`src/rtl/ascii_number_size_parser_defines.svh`:
```
// Assertion helpers shared by the RTL files.
`ifndef ASCII_NUMBER_SIZE_PARSER_DEFINES_SVH
`define ASCII_NUMBER_SIZE_PARSER_DEFINES_SVH

// Same-cycle implication, disabled during reset.
`define ASNP_ASSERT_NOW(label, clk, rst, ante, cons, msg) \
   label: assert property (@(posedge clk) disable iff (rst) (ante) |-> (cons)) \
      else $error(msg);

// Next-cycle implication, disabled during reset.
`define ASNP_ASSERT_NEXT(label, clk, rst, ante, cons, msg) \
   label: assert property (@(posedge clk) disable iff (rst) (ante) |=> (cons)) \
      else $error(msg);

`endif

```
`src/rtl/asnp_pkg.sv`:
```
`default_nettype none

package asnp_pkg;

   localparam int CHAR_W  = 8;
   localparam int VALUE_W = 32;
   localparam int BASE_W  = 5;
   localparam int NIB_W   = 4;

   localparam int QUEUE_DEPTH = 2;
   localparam int QUEUE_PTR_W = (QUEUE_DEPTH > 1) ? $clog2(QUEUE_DEPTH) : 1;
   localparam int QUEUE_CNT_W = $clog2(QUEUE_DEPTH + 1);

   // Classified character as it travels from front end to back end.
   typedef struct packed {
      logic               term;     // zero byte
      logic               minus;    // '-'
      logic               digit;    // '0'..'9'
      logic               xchar;    // 'x' or 'X'
      logic               hexl;     // 'a'..'f' or 'A'..'F'
      logic               mchar;    // 'M'
      logic               kchar;    // 'K'
      logic               upper_b;  // 'B'
      logic               lower_b;  // 'b'
      logic [NIB_W-1:0]   nib;      // digit value for digit / hexl
   } class_type;

   localparam int CLASS_W = $bits(class_type);

endpackage

`default_nettype wire

```
`src/rtl/asnp_req_if.sv`:
```
`default_nettype none

interface asnp_req_if;
   logic                        valid;
   logic                        ready;
   logic [asnp_pkg::CHAR_W-1:0] character;

   modport source (output valid, output character, input ready);
   modport sink   (input valid, input character, output ready);
endinterface

`default_nettype wire

```
`src/rtl/asnp_rsp_if.sv`:
```
`default_nettype none

interface asnp_rsp_if;
   logic                                valid;
   logic                                ready;
   logic signed [asnp_pkg::VALUE_W-1:0] value;
   logic                                parse_error;

   modport source (output valid, output value, output parse_error, input ready);
   modport sink   (input valid, input value, input parse_error, output ready);
endinterface

`default_nettype wire

```
`src/rtl/ascii_number_size_parser.sv`:
```
// ascii_number_size_parser: ASCII string to signed 32-bit integer with size suffix.
// req channel: one character word per handshake (valid && ready). A zero byte ends
//   the string; every other word only updates the parse state.
// rsp channel: one word per string: value (two's complement, wraps) and
//   parse_error. Sent when the zero byte has been worked off.
// csr port: csr_wr_en / csr_wr_data write the default base (0 = decimal with
//   automatic switch to hex). Write only while idle; a write before the first
//   character of a string takes effect for that string.
// Throughput: one character per cycle while no terminator waits on rsp. Front end
//   registers the classified character, a 2-word queue feeds the back end, which
//   does one multiply-add (accumulator times base) per digit or hex letter.
// Result path: front-end register, queue, then the back end's result register.
// Stall: while rsp is held off the back end keeps parsing characters; only a
//   second terminator waits, then the queue fills and req.ready drops.
// Reset: synchronous, clears the queue and the rsp valid flag, loads default base 0.
`default_nettype none

module ascii_number_size_parser (
   input  wire logic                        clock,
   input  wire logic                        reset,
   asnp_req_if.sink                         req,
   asnp_rsp_if.source                       rsp,
   input  wire logic                        csr_wr_en,
   input  wire logic [asnp_pkg::BASE_W-1:0] csr_wr_data
);

   // front end -> queue
   logic                fe_valid;
   asnp_pkg::class_type fe_word;
   logic                fe_ready;

   // queue -> back end
   logic                q_valid;
   asnp_pkg::class_type q_word;
   logic                q_ready;

   asnp_front u_front (
      .clock     (clock),
      .reset     (reset),
      .req       (req),
      .out_valid (fe_valid),
      .out_word  (fe_word),
      .out_ready (fe_ready)
   );

   asnp_queue u_queue (
      .clock     (clock),
      .reset     (reset),
      .in_valid  (fe_valid),
      .in_word   (fe_word),
      .in_ready  (fe_ready),
      .out_valid (q_valid),
      .out_word  (q_word),
      .out_ready (q_ready)
   );

   // back end owns the base register and the result register
   asnp_back u_back (
      .clock       (clock),
      .reset       (reset),
      .in_valid    (q_valid),
      .in_word     (q_word),
      .in_ready    (q_ready),
      .csr_wr_en   (csr_wr_en),
      .csr_wr_data (csr_wr_data),
      .rsp         (rsp)
   );

endmodule

`default_nettype wire

```
`src/rtl/asnp_front.sv`:
```
`default_nettype none

// Accepts characters and registers their classification.
module asnp_front (
   input  wire logic                 clock,
   input  wire logic                 reset,
   asnp_req_if.sink                  req,
   output logic                      out_valid,
   output asnp_pkg::class_type       out_word,
   input  wire logic                 out_ready
);

   localparam logic [asnp_pkg::CHAR_W-1:0] CH_NUL   = 8'h00;
   localparam logic [asnp_pkg::CHAR_W-1:0] CH_MINUS = 8'h2d;
   localparam logic [asnp_pkg::CHAR_W-1:0] CH_ZERO  = 8'h30;
   localparam logic [asnp_pkg::CHAR_W-1:0] CH_NINE  = 8'h39;
   localparam logic [asnp_pkg::CHAR_W-1:0] CH_LA    = 8'h61;
   localparam logic [asnp_pkg::CHAR_W-1:0] CH_LF    = 8'h66;
   localparam logic [asnp_pkg::CHAR_W-1:0] CH_LX    = 8'h78;
   localparam logic [asnp_pkg::CHAR_W-1:0] CH_UM    = 8'h4d;
   localparam logic [asnp_pkg::CHAR_W-1:0] CH_UK    = 8'h4b;
   localparam logic [asnp_pkg::CHAR_W-1:0] CH_UB    = 8'h42;
   localparam logic [asnp_pkg::CHAR_W-1:0] CH_LB    = 8'h62;
   localparam logic [asnp_pkg::CHAR_W-1:0] CASE_BIT = 8'h20;
   localparam logic [asnp_pkg::CHAR_W-1:0] HEX_OFS  = 8'h57; // 'a' - 10

   logic                      valid_ff, valid_in;
   asnp_pkg::class_type       word_ff, word_in;
   logic [asnp_pkg::CHAR_W-1:0] lc;
   logic [asnp_pkg::CHAR_W-1:0] dig_val;
   logic [asnp_pkg::CHAR_W-1:0] hex_val;
   logic                      accept;

   assign req.ready = !valid_ff || out_ready;
   assign accept    = req.valid && req.ready;

   always_comb begin
      lc      = req.character | CASE_BIT;
      dig_val = req.character - CH_ZERO;
      hex_val = lc - HEX_OFS;
      word_in.term    = (req.character == CH_NUL);
      word_in.minus   = (req.character == CH_MINUS);
      word_in.digit   = (req.character >= CH_ZERO) && (req.character <= CH_NINE);
      word_in.xchar   = (lc == CH_LX);
      word_in.hexl    = (lc >= CH_LA) && (lc <= CH_LF);
      word_in.mchar   = (req.character == CH_UM);
      word_in.kchar   = (req.character == CH_UK);
      word_in.upper_b = (req.character == CH_UB);
      word_in.lower_b = (req.character == CH_LB);
      word_in.nib     = word_in.digit ? dig_val[asnp_pkg::NIB_W-1:0]
                                      : hex_val[asnp_pkg::NIB_W-1:0];
   end

   always_comb begin
      valid_in = valid_ff;
      if (accept) begin
         valid_in = 1'b1;
      end else if (out_ready) begin
         valid_in = 1'b0;
      end
   end

   always_ff @(posedge clock) begin
      if (reset) begin
         valid_ff <= 1'b0;
      end else begin
         valid_ff <= valid_in;
      end
   end

   always_ff @(posedge clock) begin
      if (accept) begin
         word_ff <= word_in;
      end
   end

   assign out_valid = valid_ff;
   assign out_word  = word_ff;

endmodule

`default_nettype wire

```
`src/rtl/asnp_queue.sv`:
```
`default_nettype none
`include "ascii_number_size_parser_defines.svh"

// Short FIFO of classified words between front end and back end.
module asnp_queue (
   input  wire logic                 clock,
   input  wire logic                 reset,
   input  wire logic                 in_valid,
   input  wire asnp_pkg::class_type  in_word,
   output logic                      in_ready,
   output logic                      out_valid,
   output asnp_pkg::class_type       out_word,
   input  wire logic                 out_ready
);

   localparam logic [asnp_pkg::QUEUE_PTR_W-1:0] PTR_LAST =
      asnp_pkg::QUEUE_PTR_W'(asnp_pkg::QUEUE_DEPTH - 1);
   localparam logic [asnp_pkg::QUEUE_CNT_W-1:0] CNT_FULL =
      asnp_pkg::QUEUE_CNT_W'(asnp_pkg::QUEUE_DEPTH);

   asnp_pkg::class_type                 slot_ff [asnp_pkg::QUEUE_DEPTH];
   logic [asnp_pkg::QUEUE_PTR_W-1:0]    wr_ptr_ff, wr_ptr_in;
   logic [asnp_pkg::QUEUE_PTR_W-1:0]    rd_ptr_ff, rd_ptr_in;
   logic [asnp_pkg::QUEUE_CNT_W-1:0]    count_ff, count_in;
   logic                                push, pop;

   assign in_ready  = (count_ff != CNT_FULL);
   assign out_valid = (count_ff != '0);
   assign out_word  = slot_ff[rd_ptr_ff];
   assign push      = in_valid && in_ready;
   assign pop       = out_valid && out_ready;

   always_comb begin
      wr_ptr_in = wr_ptr_ff;
      rd_ptr_in = rd_ptr_ff;
      count_in  = count_ff;
      if (push) begin
         wr_ptr_in = (wr_ptr_ff == PTR_LAST) ? '0 : wr_ptr_ff + 1'b1;
      end
      if (pop) begin
         rd_ptr_in = (rd_ptr_ff == PTR_LAST) ? '0 : rd_ptr_ff + 1'b1;
      end
      if (push && !pop) begin
         count_in = count_ff + 1'b1;
      end else if (pop && !push) begin
         count_in = count_ff - 1'b1;
      end
   end

   always_ff @(posedge clock) begin
      if (reset) begin
         wr_ptr_ff <= '0;
         rd_ptr_ff <= '0;
         count_ff  <= '0;
      end else begin
         wr_ptr_ff <= wr_ptr_in;
         rd_ptr_ff <= rd_ptr_in;
         count_ff  <= count_in;
      end
   end

   always_ff @(posedge clock) begin
      if (push) begin
         slot_ff[wr_ptr_ff] <= in_word;
      end
   end

   `ASNP_ASSERT_NOW(a_queue_count_bound, clock, reset, 1'b1,
      count_ff <= CNT_FULL, "queue overfill")
   `ASNP_ASSERT_NEXT(a_queue_full_holds, clock, reset, count_ff == CNT_FULL && !out_ready,
      count_ff == CNT_FULL, "queue lost a word")

endmodule

`default_nettype wire

```
`src/rtl/asnp_back.sv`:
```
`default_nettype none
`include "ascii_number_size_parser_defines.svh"

// Parse state machine, default base register and result register.
module asnp_back (
   input  wire logic                        clock,
   input  wire logic                        reset,
   input  wire logic                        in_valid,
   input  wire asnp_pkg::class_type         in_word,
   output logic                             in_ready,
   input  wire logic                        csr_wr_en,
   input  wire logic [asnp_pkg::BASE_W-1:0] csr_wr_data,
   asnp_rsp_if.source                       rsp
);

   localparam int VW = asnp_pkg::VALUE_W;
   localparam int BW = asnp_pkg::BASE_W;

   localparam logic [2:0] PH_DIGITS   = 3'd0;
   localparam logic [2:0] PH_SUF_M    = 3'd1;
   localparam logic [2:0] PH_SUF_K    = 3'd2;
   localparam logic [2:0] PH_SUF_DONE = 3'd3;
   localparam logic [2:0] PH_ERROR    = 3'd4;

   localparam logic [1:0] SC_MB = 2'd0;
   localparam logic [1:0] SC_KB = 2'd1;
   localparam logic [1:0] SC_MBIT = 2'd2;
   localparam logic [1:0] SC_KBIT = 2'd3;

   localparam logic [BW-1:0] BASE_DEC = BW'(10);
   localparam logic [BW-1:0] BASE_HEX = BW'(16);

   logic [VW-1:0] acc_ff, acc_in;
   logic [VW-1:0] hex_ff, hex_in;
   logic [BW-1:0] base_ff, base_in;
   logic [BW-1:0] dbase_ff, dbase_in;
   logic          auto_ff, auto_in;
   logic          neg_ff, neg_in;
   logic [1:0]    pos_ff, pos_in;
   logic          lz_ff, lz_in;
   logic [2:0]    phase_ff, phase_in;
   logic [1:0]    scale_ff, scale_in;
   logic          err_ff, err_in;
   logic          sempty_ff, sempty_in;
   logic          fresh_ff, fresh_in;

   logic          rsp_valid_ff, rsp_valid_in;
   logic [VW-1:0] rsp_value_ff, rsp_value_in;
   logic          rsp_err_ff, rsp_err_in;

   logic          out_free;
   logic          pop;
   logic [VW-1:0] prod;
   logic [VW-1:0] letter_src;
   logic [VW-1:0] nib_ext;
   logic [VW-1:0] scaled_src;
   logic [VW-1:0] result_mag;
   logic          result_err;
   logic [BW-1:0] start_base;
   logic [BW-1:0] cfg_start_base;

   assign out_free = !rsp_valid_ff || rsp.ready;
   assign in_ready = !in_word.term || out_free;
   assign pop      = in_valid && in_ready;

   assign prod       = acc_ff * VW'(base_ff);
   assign nib_ext    = VW'(in_word.nib);
   assign letter_src = (base_ff != BASE_HEX) ? hex_ff : acc_ff;
   assign scaled_src = sempty_ff ? VW'(1) : acc_ff;
   assign start_base     = (dbase_ff == '0) ? BASE_DEC : dbase_ff;
   assign cfg_start_base = (csr_wr_data == '0) ? BASE_DEC : csr_wr_data;

   // Result of the terminator: scale is a fixed shift per suffix
   always_comb begin
      result_mag = acc_ff;
      result_err = err_ff;
      if (phase_ff == PH_SUF_DONE) begin
         case (scale_ff)
            SC_MB:   result_mag = scaled_src << 20;
            SC_KB:   result_mag = scaled_src << 10;
            SC_MBIT: result_mag = scaled_src << 17;
            default: result_mag = scaled_src << 7;
         endcase
      end else if ((phase_ff == PH_SUF_M) || (phase_ff == PH_SUF_K)) begin
         result_err = 1'b1;
      end
   end

   always_comb begin
      acc_in    = acc_ff;
      hex_in    = hex_ff;
      base_in   = base_ff;
      dbase_in  = dbase_ff;
      auto_in   = auto_ff;
      neg_in    = neg_ff;
      pos_in    = pos_ff;
      lz_in     = lz_ff;
      phase_in  = phase_ff;
      scale_in  = scale_ff;
      err_in    = err_ff;
      sempty_in = sempty_ff;
      fresh_in  = fresh_ff;

      rsp_valid_in = rsp_valid_ff && !rsp.ready;
      rsp_value_in = rsp_value_ff;
      rsp_err_in   = rsp_err_ff;

      if (pop && in_word.term) begin
         rsp_valid_in = 1'b1;
         rsp_value_in = neg_ff ? (VW'(0) - result_mag) : result_mag;
         rsp_err_in   = result_err;
         // reload for the next string
         acc_in    = '0;
         hex_in    = '0;
         pos_in    = '0;
         lz_in     = 1'b0;
         base_in   = start_base;
         auto_in   = (dbase_ff == '0);
         neg_in    = 1'b0;
         phase_in  = PH_DIGITS;
         scale_in  = '0;
         err_in    = 1'b0;
         sempty_in = 1'b0;
         fresh_in  = 1'b1;
      end else if (pop) begin
         fresh_in = 1'b0;
         unique case (phase_ff)
            PH_DIGITS: begin
               if ((pos_ff == 2'd0) && in_word.minus) begin
                  neg_in  = !neg_ff;
                  auto_in = 1'b0;
                  acc_in  = '0;
                  hex_in  = '0;
                  pos_in  = '0;
                  lz_in   = 1'b0;
               end else if (in_word.digit) begin
                  acc_in = prod + nib_ext;
                  hex_in = {hex_ff[VW-5:0], 4'b0000} + nib_ext;
                  lz_in  = (pos_ff == 2'd0) && (in_word.nib == '0);
                  pos_in = (pos_ff == 2'd2) ? pos_ff : pos_ff + 2'd1;
               end else if ((pos_ff == 2'd1) && in_word.xchar && lz_ff) begin
                  base_in = BASE_HEX;
                  auto_in = 1'b0;
                  acc_in  = '0;
                  hex_in  = '0;
                  pos_in  = '0;
                  lz_in   = 1'b0;
               end else if (in_word.hexl) begin
                  if ((base_ff != BASE_HEX) && !auto_ff) begin
                     phase_in = PH_ERROR;
                     err_in   = 1'b1;
                  end else begin
                     // hex base, or auto mode re-reading the digits so far as hex
                     base_in = BASE_HEX;
                     auto_in = auto_ff && (base_ff == BASE_HEX);
                     acc_in  = {letter_src[VW-5:0], 4'b0000} + nib_ext;
                     lz_in   = 1'b0;
                     pos_in  = (pos_ff == 2'd2) ? pos_ff : pos_ff + 2'd1;
                  end
               end else if (in_word.mchar || in_word.kchar) begin
                  sempty_in = (pos_ff == 2'd0);
                  phase_in  = in_word.mchar ? PH_SUF_M : PH_SUF_K;
               end else begin
                  phase_in = PH_ERROR;
                  err_in   = 1'b1;
               end
            end
            PH_SUF_M, PH_SUF_K: begin
               if (in_word.upper_b) begin
                  scale_in = (phase_ff == PH_SUF_M) ? SC_MB : SC_KB;
                  phase_in = PH_SUF_DONE;
               end else if (in_word.lower_b) begin
                  scale_in = (phase_ff == PH_SUF_M) ? SC_MBIT : SC_KBIT;
                  phase_in = PH_SUF_DONE;
               end else begin
                  phase_in = PH_ERROR;
                  err_in   = 1'b1;
               end
            end
            PH_SUF_DONE: begin
               phase_in = PH_ERROR;
               err_in   = 1'b1;
            end
            default: begin
               phase_in = phase_ff;
            end
         endcase
      end

      // base register; a fresh string picks it up at once
      if (csr_wr_en) begin
         dbase_in = csr_wr_data;
         if (fresh_ff) begin
            base_in = cfg_start_base;
            auto_in = (csr_wr_data == '0);
         end
      end
   end

   always_ff @(posedge clock) begin
      if (reset) begin
         acc_ff       <= '0;
         hex_ff       <= '0;
         base_ff      <= BASE_DEC;
         dbase_ff     <= '0;
         auto_ff      <= 1'b1;
         neg_ff       <= 1'b0;
         pos_ff       <= '0;
         lz_ff        <= 1'b0;
         phase_ff     <= PH_DIGITS;
         scale_ff     <= '0;
         err_ff       <= 1'b0;
         sempty_ff    <= 1'b0;
         fresh_ff     <= 1'b1;
         rsp_valid_ff <= 1'b0;
      end else begin
         acc_ff       <= acc_in;
         hex_ff       <= hex_in;
         base_ff      <= base_in;
         dbase_ff     <= dbase_in;
         auto_ff      <= auto_in;
         neg_ff       <= neg_in;
         pos_ff       <= pos_in;
         lz_ff        <= lz_in;
         phase_ff     <= phase_in;
         scale_ff     <= scale_in;
         err_ff       <= err_in;
         sempty_ff    <= sempty_in;
         fresh_ff     <= fresh_in;
         rsp_valid_ff <= rsp_valid_in;
      end
   end

   always_ff @(posedge clock) begin
      rsp_value_ff <= rsp_value_in;
      rsp_err_ff   <= rsp_err_in;
   end

   assign rsp.valid       = rsp_valid_ff;
   assign rsp.value       = rsp_value_ff;
   assign rsp.parse_error = rsp_err_ff;

   `ASNP_ASSERT_NOW(a_error_phase_flag, clock, reset, phase_ff == PH_ERROR,
      err_ff, "error phase without error flag")
   `ASNP_ASSERT_NEXT(a_term_restarts, clock, reset, pop && in_word.term,
      phase_ff == PH_DIGITS && !err_ff && fresh_ff && rsp_valid_ff,
      "terminator did not restart")
   `ASNP_ASSERT_NOW(a_term_needs_slot, clock, reset, pop && in_word.term,
      out_free, "result overwritten")
   `ASNP_ASSERT_NOW(a_pos_range, clock, reset, 1'b1,
      pos_ff != 2'd3, "substring position out of range")

endmodule

`default_nettype wire

```
`src/flat_wrapper.sv`:
```
// flat-port wrapper written by rule: the top's interface ports become plain ports
module ascii_number_size_parser_flat 
  (clock, reset, csr_wr_en, csr_wr_data, req_valid, req_character, req_ready, rsp_valid, rsp_value, rsp_parse_error, rsp_ready);
  asnp_req_if req_i ();
  asnp_rsp_if rsp_i ();
  input  wire logic clock;
  input  wire logic reset;
  input  wire logic csr_wr_en;
  input  wire logic [asnp_pkg::BASE_W-1:0] csr_wr_data;
  input wire logic [$bits(req_i.valid)-1:0] req_valid;
  input wire logic [$bits(req_i.character)-1:0] req_character;
  output wire logic [$bits(req_i.ready)-1:0] req_ready;
  output wire logic [$bits(rsp_i.valid)-1:0] rsp_valid;
  output wire logic [$bits(rsp_i.value)-1:0] rsp_value;
  output wire logic [$bits(rsp_i.parse_error)-1:0] rsp_parse_error;
  input wire logic [$bits(rsp_i.ready)-1:0] rsp_ready;
  assign req_i.valid = req_valid;
  assign req_i.character = req_character;
  assign req_ready = req_i.ready;
  assign rsp_valid = rsp_i.valid;
  assign rsp_value = rsp_i.value;
  assign rsp_parse_error = rsp_i.parse_error;
  assign rsp_i.ready = rsp_ready;
  ascii_number_size_parser u_core (.clock(clock), .reset(reset), .req(req_i), .rsp(rsp_i), .csr_wr_en(csr_wr_en), .csr_wr_data(csr_wr_data));
endmodule
```
`config.mk`:
```
export PLATFORM = sky130hd
export DESIGN_NAME = ascii_number_size_parser_flat
export DESIGN_NICKNAME = d
export VERILOG_FILES = /design/src/rtl/asnp_pkg.sv /design/src/rtl/asnp_req_if.sv /design/src/rtl/asnp_rsp_if.sv /design/src/rtl/ascii_number_size_parser.sv /design/src/rtl/asnp_front.sv /design/src/rtl/asnp_queue.sv /design/src/rtl/asnp_back.sv /design/src/flat_wrapper.sv
export VERILOG_INCLUDE_DIRS = /design/src /design/src/rtl
export SDC_FILE = /design/constraint.sdc
export NUM_CORES = 1
export LEC_CHECK = 0
export ABC_CLOCK_PERIOD_IN_PS = 11300
export CAP_MARGIN = 10
export CORE_MARGIN = 3
export CORE_UTILIZATION = 67
export CTS_CLUSTER_DIAMETER = 100
export DETAILED_ROUTE_END_ITERATION = 10
export DONT_BUFFER_PORTS = 1
export HOLD_SLACK_MARGIN = 0.15
export PLACE_DENSITY_LB_ADDON = 0.2
export SLEW_MARGIN = 20
export SYNTH_ARGS = -nofsm -noshare
export SYNTH_HDL_FRONTEND = slang
export SYNTH_SLANG_ARGS = --single-unit
export TNS_END_PERCENT = 5
```
`constraint.sdc`:
```
create_clock -name clock -period 11.3 [get_ports clock]
set_input_delay 1.695 -clock clock [delete_from_list [all_inputs] [get_ports clock]]
set_output_delay 1.695 -clock clock [all_outputs]
set_load 0.02 [all_outputs]
```
# After elaboration in Yosys (flattened, before gate mapping)
# Memories as Yosys holds them, arrays and structs flattened. A register that Yosys moved wholly into a read port is not among the register bits.
# Cells that the tools add are included.
# totals
ramBits	26
elab_cells	209
out_inout_bits	35
memories	1
ff_bits	135
# op_classes
add_sub_neg	11
mux	83
eq_ne	24
n_mul	1
n_reduce_logical	51
magnitude_cmp	4
bitwise_logic	4
# memory_table
name	depth	word_bits	rd	rd_ports_with_merged_regs	wr	line_no	source
u_core.u_queue.slot_ff	2	13	1	1	1	asnp_queue.sv:21	asnp_pkg::class_type slot_ff [asnp_pkg::QUEUE_DEPTH];
# ops
operator	n
32-bit 2-to-1 mux	7
28-bit 2-to-1 mux	4
32-bit case mux with 3 select lines	1
32-bit by 4-bit adder with 32-bit output	2
5-bit 2-to-1 mux	12
1-bit 2-to-1 mux	36
8-bit by 7-bit equality test with 1-bit output, second input constant	4
32-bit by 5-bit multiplier with 32-bit output	1
1-bit by 32-bit subtractor with 32-bit output, first input constant	1
28-bit by 4-bit adder with 28-bit output	1
25-bit 2-to-1 mux	1
3-bit 2-to-1 mux	8
2-bit 2-to-1 mux	11
1-bit logical AND	15
2-bit inequality test, second input constant	6
5-bit logical NOT	2
3-bit case mux with 3 select lines	1
3-bit AND reduction	3
9-bit AND reduction	1
8-bit by 6-bit equality test with 1-bit output, second input constant	1
8-bit by 6-bit >= comparator with 1-bit output, second input constant	1
8-bit by 7-bit >= comparator with 1-bit output, second input constant	1
8-bit by 6-bit less-or-equal comparator with 1-bit output, second input constant	1
8-bit by 7-bit less-or-equal comparator with 1-bit output, second input constant	1
31 further kinds	56

# Longest topological paths before layout
# depth
depth_word	12
ltp_mapped	20
mapped_depth_nobuf	18

# Hierarchy
# From an unflattened synthesis, not the netlist that was laid out.
# unflattened
hier_cells	1590
hier_area_um2	13849.5
# modules_own_cells
module	seq_area_each_um2	instances	cells_per_inst	area_each_um2
asnp_back	2672.6	1	1465	11937.7
asnp_queue	880.8	1	64	1162.4
asnp_front	410.4	1	61	749.5

# Worst setup path after synthesis
# OpenSTA, ideal clock, no wires.
# synth_timing
path_kind	register to register
from	register u_core.u_back.base_ff[3]
to	register u_core.u_back.acc_ff[27]
setup_slack_ns	6.554
path_stages_with_launch	20
n_path_buf	3
t_arrival_ns	4.676
synth_period_minus_slack_ns	4.746
t_required_ns	11.230
cell_sequence	dfxtp_1 clkbuf_1 clkbuf_1 and2_1 fa_1 fa_1 inv_1 fa_1 inv_1 ha_1 clkbuf_1 nand3_1 o211ai_1 o211a_1 or3_1 a211oi_1 o31ai_1 xnor2_1 or3_1 a21oi_1
# synth_via
elab_chain_len	8
word_cells_on_any_way	13
# synth_rtl
element	line_no	source
start: declaration	asnp_back.sv:35	logic [BW-1:0] base_ff, base_in;
start signal: assignment	asnp_back.sv:219	base_ff <= base_in;
parallel branches: the longest is 8 deep, another holds 32-bit by 5-bit multiplier with 32-bit output	-	
end signal: assignment	asnp_back.sv:217	acc_ff <= acc_in;
end: declaration	asnp_back.sv:33	logic [VW-1:0] acc_ff, acc_in;
# Several ways; the timed one is not identified. The select of a mux whose other input is x is not followed.
# A chain may end at the register's enable or synchronous reset.

# Worst setup path after layout
# layout_timing
from	register u_core.u_back.base_ff[2]
to	register u_core.u_back.acc_ff[27]
# The elaborated chain is that of the path after synthesis.

==> flow_summary_export.csv <==
group,metric,value,unit
drt,postRouteWirelength,34.37,mm
setup_path,crit_arrival,5890,ps
setup_path,rrSetupSlack,5780,ps
drt,number_of_vias_per_cell,6.282,
grt,grt_remaining_overflow,0,
clock_network,cts-htree-levels,4,
finish,final_layout_size_suffix_gt1_share,5.516,%
finish,area.growth.synth_to_final,5.045,%
synth,synth-seq-cells,162,
setup_path,ff2ff_path_depth,16,
hold_path,min_delay_path_depth,0,
place,pre_cts_slack,5908,ps
timing,setup_repair_after_global_routing_missed_its_margin,"no",
setup_path,timing.critical_path.cells,"and2_1, fa_1, fa_1, inv_1, fa_1, inv_1, ha_1, and4_1, a21o_1, o2111ai_1, nand2_1, a211oi_1, o31ai_1, xnor2_1, or3_1, a21oi_1",
place,dpl-instance-area,13710,sq um
place,detailedPlacementHpwl,24.69,mm
setup_path,cp_common_cell,"sky130_fd_sc_hd__fa_1",
synth,synthesis.instances,1603,
grt,grt_start_max_net_pins,66,
synth,synth-async-reset-ratio,0,%
clock_network,cts.reportedPaths.clkPinSlew,80,ps
place,gpl.final_weighted_congestion,0.9833,
synth,post_syn_area,13670,sq um
finish,layout.cells.most_common_list,"sky130_fd_sc_hd__nand2_1, sky130_fd_sc_hd__inv_1, sky130_fd_sc_hd__and2_1, sky130_fd_sc_hd__a21oi_1, sky130_fd_sc_hd__dfxtp_1",
clock_network,clock-sinks,162,
clock_network,cts_resized,0,
timing,achievable-frequency,0.1813,GHz
clock_network,cts-root-buf,"sky130_fd_sc_hd__clkbuf_16",
setup_path,critical_path.max_fanout,32,
finish,diodes,0,
synth,yosys.cell_types.count,70,
timing,timing.final.ws_setup,5783,ps
run_status,outcome,"finished, final reports clean",
timing,fin_crit,5517,ps
setup_path,setup.worst_path.class,"register to register",
setup_path,critPathSlowestCell,"sky130_fd_sc_hd__dfxtp_1",
clock_network,postCtsSetupRepairBufs,0,
synth,synth_warnings,0,
timing,final-max-slew-violation-count,0,
setup_path,worstReg2RegStart,"u_core.u_back.base_ff[2]",
grt,first_global_vias,11200,
setup_path,crit_path_max_incr_delay,1020,ps
clock_network,insertion_delay,440,ps
job,maxCapViolations,0,
clock_network,cts_tree,"yes",
drt,drt_iter0_drc,1164,
synth,syn_area_per_cell,8.525,sq um
pwr,ir_drop,126.2,uV
drt,drc,0,
clock_network,tritoncts.num_buffers,17,
drt,antenna_left,0,
finish,area_taken_by_multi_input_logic_gates,8671,sq um
timing,final.period_utilization,48.82,%
die,floorplan.die.height,148.8,microns
grt,antenna_found_initial,0,
synth,post_synth_main_area_contributors,"sky130_fd_sc_hd__edfxtp_1, sky130_fd_sc_hd__dfxtp_1, sky130_fd_sc_hd__fa_1",
die,design.die.area,22150,sq um
setup_path,worst_r2r_endpoint,"u_core.u_back.acc_ff[27]",
die,initial_utilization,69.31,%
hold_path,min-delay-path-class,"register to register",
synth,share_of_synthesized_area_occupied_by_flip_flops_and_latches,29.01,%
synth,synth_top_area_cell,"sky130_fd_sc_hd__edfxtp_1",
finish,fillCellCount,1479,
pwr,powerDensity,185.4,nW/um^2
pwr,totalPowerFinal,2.661,mW
synth,synth_top_area_share,15.82,%
timing,clock_skew,10.43,ps
timing,timing.slew.headroom,28.70,%
setup_path,timing.critical_path.to_type,"register",
finish,cell_area_after_layout,14360,sq um
clock_network,clockBufferDepth,2,
die,core_area,19720,sq um
timing,setup_viol_count_final,0,
timing,tightestPinTransition,1068,ps
grt,grt_usage,32.02,%
die,rows,51,
place,port-buffer-count,0,
hold_path,worst_hold_startpoint,"u_core.u_front.out_word[0]",
synth,synth-edff-count,72,
synth,mappedNetlistNets,1777,
synth,ys_dominant_reg_cell,"sky130_fd_sc_hd__dfxtp_1",
die,count_of_pins_on_the_block_boundary,53,
drt,num_vias,11350,
clock_network,cts_stage_hold_buffer_count,0,
finish,register_area,3964,sq um
setup_path,crit_path_start_kind,"register",
pwr,p_leak,5.978,nW
hold_path,worst_hold_path.endpoint,"u_core.u_queue.slot_ff[1][0]",
drt,drt_pre_antenna_iters,5,
timing,final.setup.tns,0,ps
grt,grt_pass1_wl,56.95,mm
setup_path,cp_data_required_time,11670,ps
finish,finish.net_count,1702,
die,die_width,148.8,microns
timing,finalHoldViolations,0,
drt,drt-wirelength-per-cell,19.03,microns
-- critical path: cells and delay by family, from the launching register on --
kind | cells | cell delay [ps]
AO/OA/AOI/OAI | 5 | 1230
flip-flops | 1 | 1020
AND/OR/NAND/NOR | 4 | 1050
adder cells (fa/ha/maj) | 4 | 1910
buffers and inverters | 2 | 110
XOR/XNOR | 1 | 150
-- where the power goes --
| group | total, mW | switching (mW) | internal [mW] |
|---|---|---|---|
| Clock | 0.612 | 0.303 | 0.309 |
| Sequential | 0.925 | 0.193 | 0.731 |
| Combinational | 1.12 | 0.718 | 0.406 |
-- per-stage QoR --
step	hold slack (ps)	instances	util, %
global placement	422.5	1774	69.55
floorplan	421.5	1603	-
finish	449.1	1806	72.80
CTS	448.7	1806	72.79
detailed placement	429.6	1774	69.55
global route	462.4	1806	72.80
-- metal layers --
metal  routed length, microns  global-route usage [%]  vias up
li1                         -                       -     5276
met1                    14540                   44.08     5484
met2                    15840                   50.90      518
met3                     3151                   7.141       67
met4                      829                   10.39        0
met5                        0                       0        -
-- sequential cells by signal, summed over array words and instances, names as in the netlist, 2 cells and up, named ones only --
| register | flops |
|---|---|
| u_core.u_back.phase_ff | 3 |
| u_core.u_queue.count_ff | 2 |
| u_core.u_back.acc_ff | 32 |
| u_core.u_back.scale_ff | 2 |
| u_core.u_back.rsp.value | 32 |
| u_core.u_back.pos_ff | 2 |
| u_core.u_back.base_ff | 5 |
| u_core.u_back.dbase_ff | 5 |
| u_core.u_front.out_word | 13 |
| u_core.u_back.hex_ff | 28 |
| u_core.u_queue.slot_ff | 26 |
-- cell families after synthesis --
logic type / after synthesis / synth area share [%]
AND/OR/NAND/NOR: 567 / 20.85
AO/OA/AOI/OAI: 322 / 15.11
buffers and inverters: 279 / 7.691
flip-flops: 162 / 29.01
adder cells (fa/ha/maj): 156 / 19.01
XOR/XNOR: 68 / 4.358
multiplexers: 49 / 3.983
-- cells in the mapped netlist, drive strengths merged (14+ instances only) --
cell type	count
fa	86
xor2	30
clkbuf	97
a21oi	127
nand3	48
nand2	170
and2	144
dfxtp	90
o21ai	52
nand2b	14
ha	70
mux2i	33
inv	170
nor3	31
nor2	88
edfxtp	72
o221ai	20
xnor2	38
-- how the worst max path moves through the flow --
stage / from / slack (ps) / cells after the start / endpoint
after floorplan: u_core.u_back.base_ff[3] / 6550 / 19 / u_core.u_back.acc_ff[27]
after global routing: u_core.u_back.base_ff[2] / 5430 / 16 / u_core.u_back.acc_ff[27]
after CTS: u_core.u_back.base_ff[2] / 5870 / 16 / u_core.u_back.acc_ff[27]
final: u_core.u_back.base_ff[2] / 5780 / 16 / u_core.u_back.acc_ff[27]
after global placement: u_core.u_back.base_ff[3] / 6040 / 16 / u_core.u_back.acc_ff[27]
after detailed placement: u_core.u_back.base_ff[3] / 5910 / 16 / u_core.u_back.acc_ff[27]
-- cell type report --
class | count | share of cell area (%)
Clock inverter | 15 | 1.482
Clock buffer | 17 | 2.963
Multi-Input combinational cell | 1162 | 60.40
Timing Repair Buffer | 15 | 0.7845
Tap cell | 265 | 2.310
Inverter | 170 | 4.445
Sequential cell | 162 | 27.61
Power figures use the tool's default switching activity.
